`src/hdl/cwa_pkg.sv`:
```
// Package: shared constants, types and state codes of the centered window average.
`timescale 1ns / 1ps
`default_nettype none

package cwa_pkg;

  // Payload widths fixed by the channel definitions
  localparam int DATA_W           = 32;
  localparam int RADIUS_W         = 5;

  // Defaults for the top-level parameters
  localparam int MAX_RADIUS_DEF   = 31;
  localparam int SAMPLE_WIDTH_DEF = 32;

  // Configuration port
  localparam int CFG_DATA_W       = 32;
  localparam int CFG_ADDR_W       = 3;
  localparam int CFG_IDX_W        = CFG_ADDR_W - 2;

  localparam logic [CFG_IDX_W-1:0] REG_RADIUS = CFG_IDX_W'(0);

  // Sequencer states
  typedef enum logic [2:0] {
    ST_IDLE,
    ST_PUSH,
    ST_DECIDE,
    ST_DIVIDE,
    ST_SEND
  } cwa_state_t;

  // Commands to the window store
  typedef struct packed {
    logic push;
    logic restart;
  } win_cmd_t;

  // Status of the shared divider
  typedef struct packed {
    logic busy;
    logic done;
  } div_status_t;

endpackage

`default_nettype wire

```
`src/hdl/cwa_if.sv`:
```
// Interfaces: input sample channel and result channel with valid/ready handshake.
`timescale 1ns / 1ps
`default_nettype none

interface cwa_in_if import cwa_pkg::*; ();
  logic                     valid;
  logic                     ready;
  logic signed [DATA_W-1:0] sample;
  logic                     stream_end;

  modport source (output valid, output sample, output stream_end, input ready);
  modport sink   (input valid, input sample, input stream_end, output ready);
endinterface

interface cwa_out_if import cwa_pkg::*; ();
  logic                     valid;
  logic                     ready;
  logic signed [DATA_W-1:0] average;
  logic                     full_window;
  logic                     run_end;

  modport source (output valid, output average, output full_window, output run_end,
                  input ready);
  modport sink   (input valid, input average, input full_window, input run_end,
                  output ready);
endinterface

`default_nettype wire

```
`src/hdl/cwa_divider.sv`:
```
// Shared restoring divider: signed dividend by unsigned divisor, one quotient bit a cycle.
`timescale 1ns / 1ps
`default_nettype none

module cwa_divider import cwa_pkg::*; #(
  parameter int DIVIDEND_W = 38,
  parameter int DIVISOR_W  = 6,
  parameter int QUOT_W     = 32
) (
  input  wire logic                         clk,
  input  wire logic                         rst_n,
  input  wire logic                         start,
  input  wire logic signed [DIVIDEND_W-1:0] dividend,
  input  wire logic        [DIVISOR_W-1:0]  divisor,
  output      div_status_t                  status,
  output      logic signed [QUOT_W-1:0]     quotient
);

  localparam int CNT_W = $clog2(DIVIDEND_W + 1);

  logic                    busy_r, busy_nxt;
  logic                    done_r, done_nxt;
  logic [CNT_W-1:0]        cnt_r, cnt_nxt;
  logic                    neg_r, neg_nxt;
  logic [DIVIDEND_W-1:0]   mag_r, mag_nxt;
  logic [DIVISOR_W-1:0]    rem_r, rem_nxt;
  logic [DIVISOR_W-1:0]    dsr_r, dsr_nxt;
  logic [QUOT_W-1:0]       quo_r, quo_nxt;

  logic [DIVISOR_W:0]      shifted;
  logic [DIVISOR_W+1:0]    diff;
  logic                    fits;
  logic [DIVIDEND_W-1:0]   q_full;

  // One restoring step: bring down the next dividend bit, try the subtract
  always_comb begin
    shifted = {rem_r, mag_r[DIVIDEND_W-1]};
    diff    = {1'b0, shifted} - (DIVISOR_W+2)'(dsr_r);
    fits    = ~diff[DIVISOR_W+1];
    q_full  = neg_r ? -mag_r : mag_r;
  end

  // Step sequencing
  always_comb begin
    busy_nxt = busy_r;
    done_nxt = 1'b0;
    cnt_nxt  = cnt_r;
    neg_nxt  = neg_r;
    mag_nxt  = mag_r;
    rem_nxt  = rem_r;
    dsr_nxt  = dsr_r;
    quo_nxt  = quo_r;
    if (start) begin
      busy_nxt = 1'b1;
      cnt_nxt  = CNT_W'(DIVIDEND_W);
      neg_nxt  = dividend[DIVIDEND_W-1];
      mag_nxt  = dividend[DIVIDEND_W-1] ? -dividend : dividend;
      rem_nxt  = '0;
      dsr_nxt  = divisor;
    end else if (busy_r) begin
      if (cnt_r != '0) begin
        cnt_nxt = cnt_r - CNT_W'(1);
        mag_nxt = {mag_r[DIVIDEND_W-2:0], fits};
        rem_nxt = fits ? diff[DIVISOR_W-1:0] : shifted[DIVISOR_W-1:0];
      end else begin
        // all bits done: restore the sign, truncation toward zero
        quo_nxt  = q_full[QUOT_W-1:0];
        busy_nxt = 1'b0;
        done_nxt = 1'b1;
      end
    end
  end

  always_ff @(posedge clk) begin
    if (!rst_n) begin
      busy_r <= 1'b0;
      done_r <= 1'b0;
      cnt_r  <= '0;
    end else begin
      busy_r <= busy_nxt;
      done_r <= done_nxt;
      cnt_r  <= cnt_nxt;
    end
  end

  always_ff @(posedge clk) begin
    neg_r <= neg_nxt;
    mag_r <= mag_nxt;
    rem_r <= rem_nxt;
    dsr_r <= dsr_nxt;
    quo_r <= quo_nxt;
  end

  assign status.busy = busy_r;
  assign status.done = done_r;
  assign quotient    = quo_r;

endmodule

`default_nettype wire

```
`src/hdl/cwa_window.sv`:
```
// Window store: circular sample delay line in a memory, running window sum, fill count.
`timescale 1ns / 1ps
`default_nettype none

module cwa_window import cwa_pkg::*; #(
  parameter int MAX_RADIUS   = MAX_RADIUS_DEF,
  parameter int SAMPLE_WIDTH = SAMPLE_WIDTH_DEF,
  localparam int LINE_DEPTH  = 2 * MAX_RADIUS + 1,
  localparam int K_W         = $clog2(MAX_RADIUS + 1),
  localparam int WIN_W       = K_W + 1,
  localparam int SUM_W       = SAMPLE_WIDTH + $clog2(LINE_DEPTH)
) (
  input  wire logic                           clk,
  input  wire logic                           rst_n,
  input  wire win_cmd_t                       cmd,
  input  wire logic signed [SAMPLE_WIDTH-1:0] x,
  input  wire logic        [WIN_W-1:0]        win,
  output      logic signed [SUM_W-1:0]        sum,
  output      logic        [WIN_W-1:0]        seen
);

  localparam int PTR_W = $clog2(LINE_DEPTH);

  logic signed [SAMPLE_WIDTH-1:0] mem [LINE_DEPTH];
  logic signed [SAMPLE_WIDTH-1:0] rd_data_r;

  logic [PTR_W-1:0]        wp_r, wp_nxt;
  logic signed [SUM_W-1:0] sum_r, sum_nxt;
  logic [WIN_W-1:0]        seen_r, seen_nxt;

  logic [PTR_W:0]          rd_raw;
  logic [PTR_W-1:0]        rd_idx;
  logic signed [SUM_W-1:0] drop;

  // Slot written win pushes ago
  always_comb begin
    rd_raw = (PTR_W+1)'(wp_r) + (PTR_W+1)'(LINE_DEPTH) - (PTR_W+1)'(win);
    if (rd_raw >= (PTR_W+1)'(LINE_DEPTH)) begin
      rd_idx = PTR_W'(rd_raw - (PTR_W+1)'(LINE_DEPTH));
    end else begin
      rd_idx = rd_raw[PTR_W-1:0];
    end
  end

  // Delay line memory, registered read
  always_ff @(posedge clk) begin
    if (cmd.push) begin
      mem[wp_r] <= x;
    end
    rd_data_r <= mem[rd_idx];
  end

  // Slide the window: add the new sample, drop the oldest once full
  always_comb begin
    drop     = (seen_r >= win) ? SUM_W'(rd_data_r) : '0;
    wp_nxt   = wp_r;
    sum_nxt  = sum_r;
    seen_nxt = seen_r;
    if (cmd.restart) begin
      wp_nxt   = '0;
      sum_nxt  = '0;
      seen_nxt = '0;
    end else if (cmd.push) begin
      wp_nxt  = (wp_r == PTR_W'(LINE_DEPTH - 1)) ? '0 : wp_r + PTR_W'(1);
      sum_nxt = sum_r + SUM_W'(x) - drop;
      if (seen_r < win) begin
        seen_nxt = seen_r + WIN_W'(1);
      end
    end
  end

  always_ff @(posedge clk) begin
    if (!rst_n) begin
      wp_r   <= '0;
      sum_r  <= '0;
      seen_r <= '0;
    end else begin
      wp_r   <= wp_nxt;
      sum_r  <= sum_nxt;
      seen_r <= seen_nxt;
    end
  end

  assign sum  = sum_r;
  assign seen = seen_r;

endmodule

`default_nettype wire

```
`src/hdl/centered_window_average.sv`:
```
// Top level: centered moving average over a sample stream with edge flush.
//
// in_chan carries one signed sample and a stream_end flag per transfer. Each
// sample yields the result for the position radius samples behind it (the
// window mean truncated toward zero with full_window set, or -1 with it clear
// near the stream start); a sample with stream_end also yields the trailing
// edge positions as -1 and marks its last result with run_end, then the
// stream starts over. Results leave on out_chan, one transfer each.
// One item is worked at a time; in_chan.ready is high only when the block is
// idle. A full-window result goes from the input transfer through the PUSH,
// DECIDE and DIVIDE states to out_chan.valid, held in DIVIDE by the bit-per-cycle
// divider that divides the window sum by 2k+1; edge results go through PUSH and
// DECIDE only, and each further flush result follows as soon as the last is taken.
// A stalled receiver holds the result in place and the block waits.
// rst_n (synchronous) sets radius to zero and empties the window. Writing
// radius over the APB port also empties the window; write only while idle.
`timescale 1ns / 1ps
`default_nettype none

module centered_window_average import cwa_pkg::*; #(
  parameter int MAX_RADIUS   = MAX_RADIUS_DEF,
  parameter int SAMPLE_WIDTH = SAMPLE_WIDTH_DEF
) (
  input  wire logic                  clk,
  input  wire logic                  rst_n,
  cwa_in_if.sink                     in_chan,
  cwa_out_if.source                  out_chan,
  input  wire logic                  psel,
  input  wire logic                  penable,
  input  wire logic                  pwrite,
  input  wire logic [CFG_ADDR_W-1:0] paddr,
  input  wire logic [CFG_DATA_W-1:0] pwdata,
  output      logic [CFG_DATA_W-1:0] prdata,
  output      logic                  pready
);

  localparam int LINE_DEPTH = 2 * MAX_RADIUS + 1;
  localparam int K_W        = $clog2(MAX_RADIUS + 1);
  localparam int WIN_W      = K_W + 1;
  localparam int SUM_W      = SAMPLE_WIDTH + $clog2(LINE_DEPTH);

  cwa_state_t                     state_r, state_nxt;
  logic [RADIUS_W-1:0]            radius_r;
  logic signed [SAMPLE_WIDTH-1:0] x_r, x_nxt;
  logic                           end_r, end_nxt;
  logic                           main_r, main_nxt;
  logic                           full_r, full_nxt;
  logic [K_W-1:0]                 flush_r, flush_nxt;

  logic [K_W-1:0]                 k;
  logic [WIN_W-1:0]               win;
  logic signed [SUM_W-1:0]        win_sum;
  logic [WIN_W-1:0]               seen;
  win_cmd_t                       win_cmd;
  logic                           restart_run;
  logic                           div_start;
  div_status_t                    div_stat;
  logic signed [SAMPLE_WIDTH-1:0] div_quo;

  logic                           cfg_wr;
  logic [CFG_IDX_W-1:0]           reg_idx;
  logic                           wr_radius;

  logic                           emit;
  logic                           full_now;
  logic [K_W-1:0]                 flush_now;
  logic                           last_one;

  // Configuration port
  assign pready  = 1'b1;
  assign cfg_wr  = psel & penable & pwrite & pready;
  assign reg_idx = paddr[CFG_ADDR_W-1:2];

  always_comb begin
    wr_radius = 1'b0;
    prdata    = '0;
    unique case (reg_idx)
      REG_RADIUS: begin
        wr_radius = cfg_wr;
        prdata    = CFG_DATA_W'(radius_r);
      end
      default: begin
      end
    endcase
  end

  always_ff @(posedge clk) begin
    if (!rst_n) begin
      radius_r <= '0;
    end else if (wr_radius) begin
      radius_r <= pwdata[RADIUS_W-1:0];
    end
  end

  // Effective radius and window size
  assign k   = (radius_r > RADIUS_W'(MAX_RADIUS)) ? K_W'(MAX_RADIUS) : radius_r[K_W-1:0];
  assign win = {k, 1'b1};

  // Window store
  cwa_window #(
    .MAX_RADIUS   (MAX_RADIUS),
    .SAMPLE_WIDTH (SAMPLE_WIDTH)
  ) u_window (
    .clk   (clk),
    .rst_n (rst_n),
    .cmd   (win_cmd),
    .x     (x_r),
    .win   (win),
    .sum   (win_sum),
    .seen  (seen)
  );

  // Shared divider
  cwa_divider #(
    .DIVIDEND_W (SUM_W),
    .DIVISOR_W  (WIN_W),
    .QUOT_W     (SAMPLE_WIDTH)
  ) u_divider (
    .clk      (clk),
    .rst_n    (rst_n),
    .start    (div_start),
    .dividend (win_sum),
    .divisor  (win),
    .status   (div_stat),
    .quotient (div_quo)
  );

  // Result decisions after the window has moved
  always_comb begin
    emit      = seen > WIN_W'(k);
    full_now  = seen == win;
    flush_now = '0;
    if (end_r) begin
      flush_now = (seen < WIN_W'(k)) ? seen[K_W-1:0] : k;
    end
    last_one  = main_r ? (flush_r == '0) : (flush_r == K_W'(1));
  end

  // Sequencer: next state and outputs
  always_comb begin
    state_nxt       = state_r;
    x_nxt           = x_r;
    end_nxt         = end_r;
    main_nxt        = main_r;
    full_nxt        = full_r;
    flush_nxt       = flush_r;
    in_chan.ready   = 1'b0;
    out_chan.valid  = 1'b0;
    div_start       = 1'b0;
    restart_run     = 1'b0;
    win_cmd.push    = 1'b0;
    unique case (state_r)
      ST_IDLE: begin
        in_chan.ready = 1'b1;
        if (in_chan.valid) begin
          x_nxt     = in_chan.sample[SAMPLE_WIDTH-1:0];
          end_nxt   = in_chan.stream_end;
          state_nxt = ST_PUSH;
        end
      end
      ST_PUSH: begin
        win_cmd.push = 1'b1;
        state_nxt    = ST_DECIDE;
      end
      ST_DECIDE: begin
        main_nxt  = emit;
        full_nxt  = full_now;
        flush_nxt = flush_now;
        if (emit && full_now) begin
          div_start = 1'b1;
          state_nxt = ST_DIVIDE;
        end else if (emit || (flush_now != '0)) begin
          state_nxt = ST_SEND;
        end else begin
          restart_run = end_r;
          state_nxt   = ST_IDLE;
        end
      end
      ST_DIVIDE: begin
        if (div_stat.done) begin
          state_nxt = ST_SEND;
        end
      end
      ST_SEND: begin
        out_chan.valid = 1'b1;
        if (out_chan.ready) begin
          if (main_r) begin
            main_nxt = 1'b0;
          end else begin
            flush_nxt = flush_r - K_W'(1);
          end
          if (last_one) begin
            restart_run = end_r;
            state_nxt   = ST_IDLE;
          end
        end
      end
      default: begin
        state_nxt = ST_IDLE;
      end
    endcase
    win_cmd.restart = restart_run | wr_radius;
  end

  always_ff @(posedge clk) begin
    if (!rst_n) begin
      state_r <= ST_IDLE;
      end_r   <= 1'b0;
      main_r  <= 1'b0;
      full_r  <= 1'b0;
      flush_r <= '0;
    end else begin
      state_r <= state_nxt;
      end_r   <= end_nxt;
      main_r  <= main_nxt;
      full_r  <= full_nxt;
      flush_r <= flush_nxt;
    end
  end

  always_ff @(posedge clk) begin
    x_r <= x_nxt;
  end

  // Result payload: the mean for a full window, else -1
  assign out_chan.full_window = main_r & full_r;
  assign out_chan.average     = (main_r && full_r) ? DATA_W'(div_quo) : {DATA_W{1'b1}};
  assign out_chan.run_end     = end_r & last_one;

  // Checks
  a_seen_bound: assert property (@(posedge clk) disable iff (!rst_n)
    seen <= win)
    else $error("window fill count above window size");

  a_div_idle: assert property (@(posedge clk) disable iff (!rst_n)
    div_start |-> !div_stat.busy)
    else $error("divider started while busy");

  a_accept_clear: assert property (@(posedge clk) disable iff (!rst_n)
    (in_chan.valid && in_chan.ready) |-> !out_chan.valid)
    else $error("input taken while a result is pending");

  a_run_restart: assert property (@(posedge clk) disable iff (!rst_n)
    (out_chan.valid && out_chan.ready && out_chan.run_end) |=> (seen == '0))
    else $error("stream not restarted after run end");

endmodule

`default_nettype wire
```
`src/flat_wrapper.sv`:
```
// flat-port wrapper written by rule: the top's interface ports become plain ports
module centered_window_average_flat import cwa_pkg::*;
#(
  parameter int MAX_RADIUS   = MAX_RADIUS_DEF,
  parameter int SAMPLE_WIDTH = SAMPLE_WIDTH_DEF
)
  (clk, rst_n, psel, penable, pwrite, paddr, pwdata, prdata, pready, in_chan_valid, in_chan_sample, in_chan_stream_end, in_chan_ready, out_chan_valid, out_chan_average, out_chan_full_window, out_chan_run_end, out_chan_ready);
  cwa_in_if in_chan_i ();
  cwa_out_if out_chan_i ();
  input  wire logic clk;
  input  wire logic rst_n;
  input  wire logic psel;
  input  wire logic penable;
  input  wire logic pwrite;
  input  wire logic [CFG_ADDR_W-1:0] paddr;
  input  wire logic [CFG_DATA_W-1:0] pwdata;
  output      logic [CFG_DATA_W-1:0] prdata;
  output      logic pready;
  input wire logic [$bits(in_chan_i.valid)-1:0] in_chan_valid;
  input wire logic [$bits(in_chan_i.sample)-1:0] in_chan_sample;
  input wire logic [$bits(in_chan_i.stream_end)-1:0] in_chan_stream_end;
  output wire logic [$bits(in_chan_i.ready)-1:0] in_chan_ready;
  output wire logic [$bits(out_chan_i.valid)-1:0] out_chan_valid;
  output wire logic [$bits(out_chan_i.average)-1:0] out_chan_average;
  output wire logic [$bits(out_chan_i.full_window)-1:0] out_chan_full_window;
  output wire logic [$bits(out_chan_i.run_end)-1:0] out_chan_run_end;
  input wire logic [$bits(out_chan_i.ready)-1:0] out_chan_ready;
  assign in_chan_i.valid = in_chan_valid;
  assign in_chan_i.sample = in_chan_sample;
  assign in_chan_i.stream_end = in_chan_stream_end;
  assign in_chan_ready = in_chan_i.ready;
  assign out_chan_valid = out_chan_i.valid;
  assign out_chan_average = out_chan_i.average;
  assign out_chan_full_window = out_chan_i.full_window;
  assign out_chan_run_end = out_chan_i.run_end;
  assign out_chan_i.ready = out_chan_ready;
  centered_window_average #(.MAX_RADIUS(MAX_RADIUS), .SAMPLE_WIDTH(SAMPLE_WIDTH)) u_core (.clk(clk), .rst_n(rst_n), .in_chan(in_chan_i), .out_chan(out_chan_i), .psel(psel), .penable(penable), .pwrite(pwrite), .paddr(paddr), .pwdata(pwdata), .prdata(prdata), .pready(pready));
endmodule
```
`config.mk`:
```
export PLATFORM = sky130hd
export DESIGN_NAME = centered_window_average_flat
export DESIGN_NICKNAME = d
export VERILOG_FILES = /design/src/hdl/cwa_pkg.sv /design/src/hdl/cwa_if.sv /design/src/hdl/cwa_divider.sv /design/src/hdl/cwa_window.sv /design/src/hdl/centered_window_average.sv /design/src/flat_wrapper.sv
export SDC_FILE = /design/constraint.sdc
export NUM_CORES = 2
export LEC_CHECK = 0
export BUFFER_PORTS_ARGS = -buffer_cell sky130_fd_sc_hd__buf_2
export CELL_PAD_IN_SITES_DETAIL_PLACEMENT = 0
export CELL_PAD_IN_SITES_GLOBAL_PLACEMENT = 1
export CORE_ASPECT_RATIO = 0.5
export CORE_MARGIN = 4
export CORE_UTILIZATION = 50
export CTS_CLUSTER_SIZE = 30
export DETAILED_ROUTE_END_ITERATION = 8
export HOLD_SLACK_MARGIN = 0.05
export PLACE_DENSITY_LB_ADDON = 0.25
export SYNTH_ARGS = -nofsm -noshare
export SYNTH_HDL_FRONTEND = slang
export SYNTH_SLANG_ARGS = --single-unit
```
`constraint.sdc`:
```
create_clock -name clk -period 13.86 [get_ports clk]
set_clock_uncertainty 0.15 [all_clocks]
set_input_delay 0.693 -clock clk [delete_from_list [all_inputs] [get_ports clk]]
set_output_delay 0.693 -clock clk [all_outputs]
set_load 0.005 [all_outputs]
```
Word-level counts from Yosys, hierarchy flattened --
Memory sizes are Yosys's and may differ from the RTL's. A register that Yosys moved wholly into a read port is not among the register bits. Cells that the tools add are included.
Storage, ports and cells: flip-flop bits (word level) 188, latch bits 0, RAM bits 2016, ROM bits 0, input bits 75, word-level logic and storage cells 128, memories 1
Memories:
- u_core.u_window.mem | depth 63, width 32, rd ports 1, clocked after memory_dff 1, write ports 1, line cwa_window.sv:24 | logic signed [SAMPLE_WIDTH-1:0] mem [LINE_DEPTH];
Operators by class: add/subtract/negate cells 12, multipliers 0, divide/modulo/power cells 0, $lt $le $gt $ge 6, equality and inequality tests 12, shifts and indexed selects 0, multiplexer cells 47, bitwise logic cells 10, reduce and logical (&&, ||, !) cells 21
Operators with widths (number):
- two-way mux 38 bit | 5
- two-way mux 32 bit | 2
- adder 38 x 32 -> 38 bit | 1
- negation 38 bit | 1
- subtractor 38 bit | 1
- two-way mux 6 bit | 6
- negation 32 bit | 1
- two-way mux 5 bit | 6
- two-way mux 1 bit | 18
- two-way mux 3 bit | 6
- one-hot mux 3 bit (5 select lines) | 1
- adder 6 x 1 -> 6 bit, second input constant | 2
- one-hot mux 5 bit (2 select lines) | 1
- AND reduction 2 bit | 5
- != test 2 bit, second input constant | 4
- subtractor 7 x 6 -> 8 bit | 1
- adder 6 x 6 -> 7 bit, second input constant | 1
- >= comparator 7 x 6 -> 1 bit, second input constant | 1
- subtractor 7 x 6 -> 7 bit | 1
- equality test 3 x 2 -> 1 bit, second input constant | 2
- equality test 6 bit | 1
- equality test 6 bit, second input constant | 1
- >= comparator 6 bit | 1
- > comparator 6 x 5 -> 1 bit | 1
- 25 further kinds | 38

Depth between registers and ports, before layout --
depth in word-level cells 12, mapped depth 22

Modules after synthesis --
Synthesis repeated with hierarchy kept, for this count alone.
Unflattened totals: cells, all modules 6819, area total of the unflattened synthesis 91926.9 um^2
Modules (own cells, without submodules):
- cwa_window | instances 1, cells each 6055, area an instance 84090.6 um^2, seq. area each 62179.6 um^2
- cwa_divider | instances 1, cells each 500, area an instance 5168.7 um^2, seq. area each 2592.5 um^2
- centered_window_average | instances 1, cells each 264, area an instance 2667.6 um^2, seq. area each 1281.2 um^2

Worst setup path after synthesis --
No wires, ideal clock.
kind register -> register, from register u_core.state_r[0], to memory u_core.u_window.mem[35][0] (netlist bit) (enable), library setup time 0.513 ns, data arrival time 5.025 ns, required time 13.197 ns, slack 8.171 ns, stages on the path, launching flop included 7, path through dfxtp_1 -> clkbuf_1 -> or3b_2 -> clkbuf_1 -> or3_1 -> clkbuf_1 -> nor4b_1
Between the ends: word-level cells in the longest chain between the ends 4
Ends and longest elaborated chain:
- start: declaration | line centered_window_average.sv:42 | cwa_state_t state_r, state_nxt;
- start signal: assignment | line centered_window_average.sv:213 | state_r <= state_nxt;
- equality test 3 x 1 -> 1 bit | line centered_window_average.sv:152 | unique case (state_r)
- two-way mux 1 bit | line centered_window_average.sv:152
- two-way mux 1 bit | line cwa_window.sv:47 | if (cmd.push) begin
- two-way mux 1 bit (implied by the code) | line cwa_window.sv:48 | mem[wp_r] <= x;
- end: declaration | line cwa_window.sv:24
Every way passes these cells.

Worst setup path after layout --
from register u_core.u_window.wp_r[1], to register u_core.u_window.rd_data_r[5] (read register of u_core.u_window.mem)
Between the ends: word-level cells in the longest chain between the ends 4, elaborated cells on any way between the ends 5
Ends and longest elaborated chain:
- start: declaration | line cwa_window.sv:27 | logic [PTR_W-1:0] wp_r, wp_nxt;
- start signal: assignment | line cwa_window.sv:78 | wp_r <= wp_nxt;
- adder 6 x 6 -> 7 bit (*) | line cwa_window.sv:37 | rd_raw = (PTR_W+1)'(wp_r) + (PTR_W+1)'(LINE_DEPTH) - (PTR_W+1)'(win);
- subtractor 7 x 6 -> 7 bit (*) | line cwa_window.sv:37
- subtractor 6 bit or >= comparator 7 x 6 -> 1 bit (tied branches) | line cwa_window.sv:39, cwa_window.sv:38
- two-way mux 6 bit (*) | line cwa_window.sv:38 | if (rd_raw >= (PTR_W+1)'(LINE_DEPTH)) begin
- end: declaration | line cwa_window.sv:25 | logic signed [SAMPLE_WIDTH-1:0] rd_data_r;
Every way passes the cells marked *; elsewhere a longest branch is shown, timed or not. A chain may end at the register's enable or synchronous reset.

==> metrics.csv <==
stage,metric,value,unit
grt,grt_pass1_wl,420000,µm
critical_path,critical_path.cell_chain,"ha_4, buf_4, ha_4, o211ai_4, o41a_1, nand4_4, nand2_8, buf_4, buf_12, mux2i_1, o22ai_1, o21ai_0, nor3_1, o32a_1",
sta,max_slew_margin,3.35,%
critical_path,setup.reg_to_reg.worst_slack,5.60,ns
critical_path,worst_ep_arrival_time,8.89,ns
synth,synth.cell_area,0.0949,mm²
sta,finalCriticalPeriod,8.26,ns
synth,post_synth_num_cell_types,93,
sta,tightestPinTransition,1.44,ns
sta,maximum_operating_frequency,0.121,GHz
critical_path,setup.worst_path.end_class,register,
drt,detail_route.first_pass.iterations,8,
drt,via_count,60800,
synth,yosys_warnings,0,
sta,slew_violations,0,
power,power.leakage,37.0,nW
critical_path,max_stage_delay,1.15,ns
power,ir_worst_vdd,116,µV
placed_design,numPortBuffers,86,
grt,gr-usage-all-layers,30.1,%
synth,ys_ff_latch,2236,
drt,dr.first_iter.drc_count,9501,
critical_path,worst-setup-path-type,register to register,
clocking,clkLatencyLatePin,0.87,ns
grt,first_global_vias,57600,
clocking,cts.clk_slew.worst_paths,0.07,ns
finish,final_area,0.106,mm²
placed_design,gp_routability_congestion,0.919,
power,pwr_density_cell,162,mW/mm²
clocking,post-cts-setup-buffer-count,0,
sta,fin_hold_ws,0.151,ns
clocking,cts.sink_count,2236,
synth,share_of_the_yosys_chip_area_belonging_to_registers,69.6,%
clocking,cts-buffers-inserted,203,
drt,drt.antenna.violating_nets,0,
worst_hold_path,hold_path_class,input port to register,
critical_path,critical_path_required,14.49,ns
sta,setup_viol,0,
drt,drc,0,
synth,synth_edf_count,2124,
sta,total_negative_slack_for_setup_checks,0,ns
finish,instances_no_fill,9416,
drt,avgRoutedWirePerCell,32.2,µm
finish,final_net_count,6919,
critical_path,setup.worst_path.start_class,register,
floorplan,placement_rows,112,
floorplan,die_y,316,µm
finish,drive_above_1_share,12.8,%
sta,min_period_over_period,59.6,%
sta,unrepaired_setup_endpoints_after_global_routing,false,
synth,synthesis.instances,6591,
critical_path,crit_path_top_delay_cell,nor3_1,
floorplan,floorplan.die.width,624,µm
critical_path,path_max_fanout,145,
grt,antenna_found_initial,40,
placed_design,dpl.hpwl,177000,µm
drt,drt-total-wl,303000,µm
grt,grt.overflow.total,0,
synth,synth.avg_cell_area,14.4,µm²
clocking,clockBufferDepth,4,
synth,postSynth.asyncResetShare,0,%
placed_design,dp.cells,9002,
placed_design,dpl_cell_area,0.0992,mm²
synth,synth-main-ff-cell,edfxtp_1,
job,max_cap_viol_count,0,
clocking,h-tree-depth,4,
outcome,status,"complete, no violations",
clocking,tritoncts,yes,
clocking,cts_root_buffer,clkbuf_16,
grt,largest_net_degree_at_the_start_of_global_routing,146,
floorplan,die_area,0.197,mm²
finish,syn_to_final_growth,11.7,%
drt,via_per_inst,6.46,
sta,final_hold_viol_count,0,
floorplan,io-pin-count,144,
floorplan,core_region_area,0.188,mm²
floorplan,initial_utilization,50.6,%
[kinds of logic after synthesis]
| kind of cell | Yosys count | synth area share (%) |
|---|---|---|
| AOI/OAI and AO/OA | 1246 | 8.72 |
| xor gates and xnor gates | 111 | 1.06 |
| adders and majority gates | 107 | 1.72 |
| buffers and inverters | 623 | 2.85 |
| DFF | 2236 | 69.6 |
| muxes | 653 | 8.20 |
| other | 2 | 0.00792 |
| and+or+nand+nor | 1613 | 7.85 |
[final cells by class]
class | instances | area (µm²)
Fill cell | 14500 | 81500
Sequential cell | 2236 | 66000
Multi-Input combinational cell | 3758 | 27100
Clock buffer | 265 | 5500
Tap cell | 2508 | 3140
Timing Repair Buffer | 356 | 2670
Clock inverter | 96 | 872
Inverter | 182 | 683
Antenna cell | 15 | 37.5
[routing by layer]
metal	wire (µm)	global-route usage, %	vias up	share of wire, %
met4	10800	9.97	16	3.5
met1	117000	42.3	30600	39
met2	128000	43.9	3963	42
li1	-	-	25600	-
met3	46500	10.5	601	15
met5	327	0	-	0.11
[repair_timing]
action	CTS	global route
hold endpoints to repair	38	0
hold buffers	38	0
endpoints found under the setup margin	0	0
gates resized for setup	0	0
[stage by stage]
| stage | util [%] | setup WS (ns) | power [mW] |
|---|---|---|---|
| after floorplan | - | 8.17 | 10.2 |
| after global placement | 52.9 | 6.00 | 11.6 |
| after detailed placement | 52.9 | 5.89 | 11.6 |
| after CTS | 56.5 | 5.88 | 17.1 |
| after global routing | 56.5 | 5.42 | 17.7 |
| final | 56.5 | 5.60 | 17.1 |
[critical path, delay by kind of cell, from the launching register on]
kind	cells	cell delay, ns
AOI/OAI and AO/OA	5	1.47
adders and majority gates	2	0.76
buffers and inverters	3	1.90
DFF	1	0.84
muxes	1	0.17
and+or+nand+nor	3	2.51
[layout by cell type, fill, tap and decap left out, types with 31 or more instances in the layout]
cell           instances
inv_1                180
edfxtp_1            2124
clkinv_2              32
clkinv_1              33
nor3_1               123
mux4_2                98
or3_1                 32
clkbuf_1              47
o22ai_1              165
nor4_1                68
xnor2_1               88
a221oi_1              31
buf_2                 86
a21oi_1              333
and3_1                51
nor2_4                55
nor2_1               124
fa_1                  38
o21ai_0              180
mux2i_1              542
nand2_1              805
nor2b_1               70
dlygate4sd3_1         38
nand3_1               97
buf_4                223
ha_1                  66
dfxtp_1              111
clkbuf_16            206
a211oi_1             115
a31oi_1               76
o221ai_1              95
or2_2                 38
[state kept, by name (all words and copies together) (netlist names)]
register,cells
u_core.main_r,1
u_core.end_r,1
u_core.u_divider.mag_r,38
u_core.u_window.rd_data_r,32
u_core.u_window.wp_r,6
u_core.u_divider.done_r,1
u_core.state_r,3
u_core.radius_r,5
u_core.flush_r,5
u_core.u_divider.quotient,32
u_core.x_r,32
u_core.u_divider.rem_r,6
u_core.full_r,1
u_core.u_divider.neg_r,1
u_core.u_window.sum,38
u_core.u_divider.dsr_r,5
u_core.u_window.seen,6
u_core.u_divider.cnt_r,6
u_core.u_window.mem,2016
u_core.u_divider.busy_r,1
[synthesized netlist by cell type, types with 13 or more instances]
| master | instances | area share [%] |
|---|---|---|
| a2111oi_0 | 20 | 0.18 |
| a211oi_1 | 116 | 0.92 |
| a21o_1 | 28 | 0.22 |
| a21oi_1 | 334 | 1.8 |
| a221oi_1 | 31 | 0.29 |
| a311oi_1 | 15 | 0.14 |
| a31oi_1 | 76 | 0.50 |
| and2_1 | 13 | 0.086 |
| and3_1 | 51 | 0.34 |
| buf_1 | 43 | 0.17 |
| buf_2 | 108 | 0.57 |
| buf_4 | 52 | 0.41 |
| clkbuf_1 | 233 | 0.92 |
| dfxtp_1 | 112 | 2.4 |
| edfxtp_1 | 2124 | 67 |
| fa_1 | 39 | 0.82 |
| ha_1 | 68 | 0.90 |
| inv_1 | 181 | 0.72 |
| mux2i_1 | 544 | 5.7 |
| mux4_2 | 98 | 2.3 |
| nand2_1 | 811 | 3.2 |
| nand2b_1 | 25 | 0.16 |
| nand3_1 | 99 | 0.52 |
| nand4_1 | 22 | 0.15 |
| nor2_1 | 180 | 0.71 |
| nor2b_1 | 70 | 0.46 |
| nor3_1 | 141 | 0.74 |
| nor4_1 | 72 | 0.47 |
| o21ai_0 | 181 | 0.95 |
| o221ai_1 | 95 | 0.88 |
| o22ai_1 | 165 | 1.1 |
| o31a_1 | 15 | 0.14 |
| o31ai_1 | 31 | 0.25 |
| o32a_1 | 16 | 0.17 |
| o41ai_1 | 13 | 0.12 |
| or2_2 | 38 | 0.25 |
| or3_1 | 32 | 0.21 |
| or4_1 | 26 | 0.21 |
| xnor2_1 | 88 | 0.81 |
| xor2_1 | 20 | 0.18 |
[power breakdown]
group	switching [mW]	internal (mW)	total, mW
logic	2.64	1.25	3.89
clock network	2.46	3.07	5.53
registers	0.162	7.53	7.70
total	5.27	11.8	17.1
[path summary, 6_finish.rpt]
check,startpoint,to,cells after the start
worst max-delay path,u_core.u_window.wp_r[1],u_core.u_window.rd_data_r[5],14
worst min-delay path,rst_n,u_core.state_r[0],3
worst max register to register,u_core.u_window.wp_r[1],u_core.u_window.rd_data_r[5],14
worst min register to register,u_core.u_window.sum[28],u_core.u_window.sum[28],2
No activity file was read; power rests on OpenSTA's default activity.
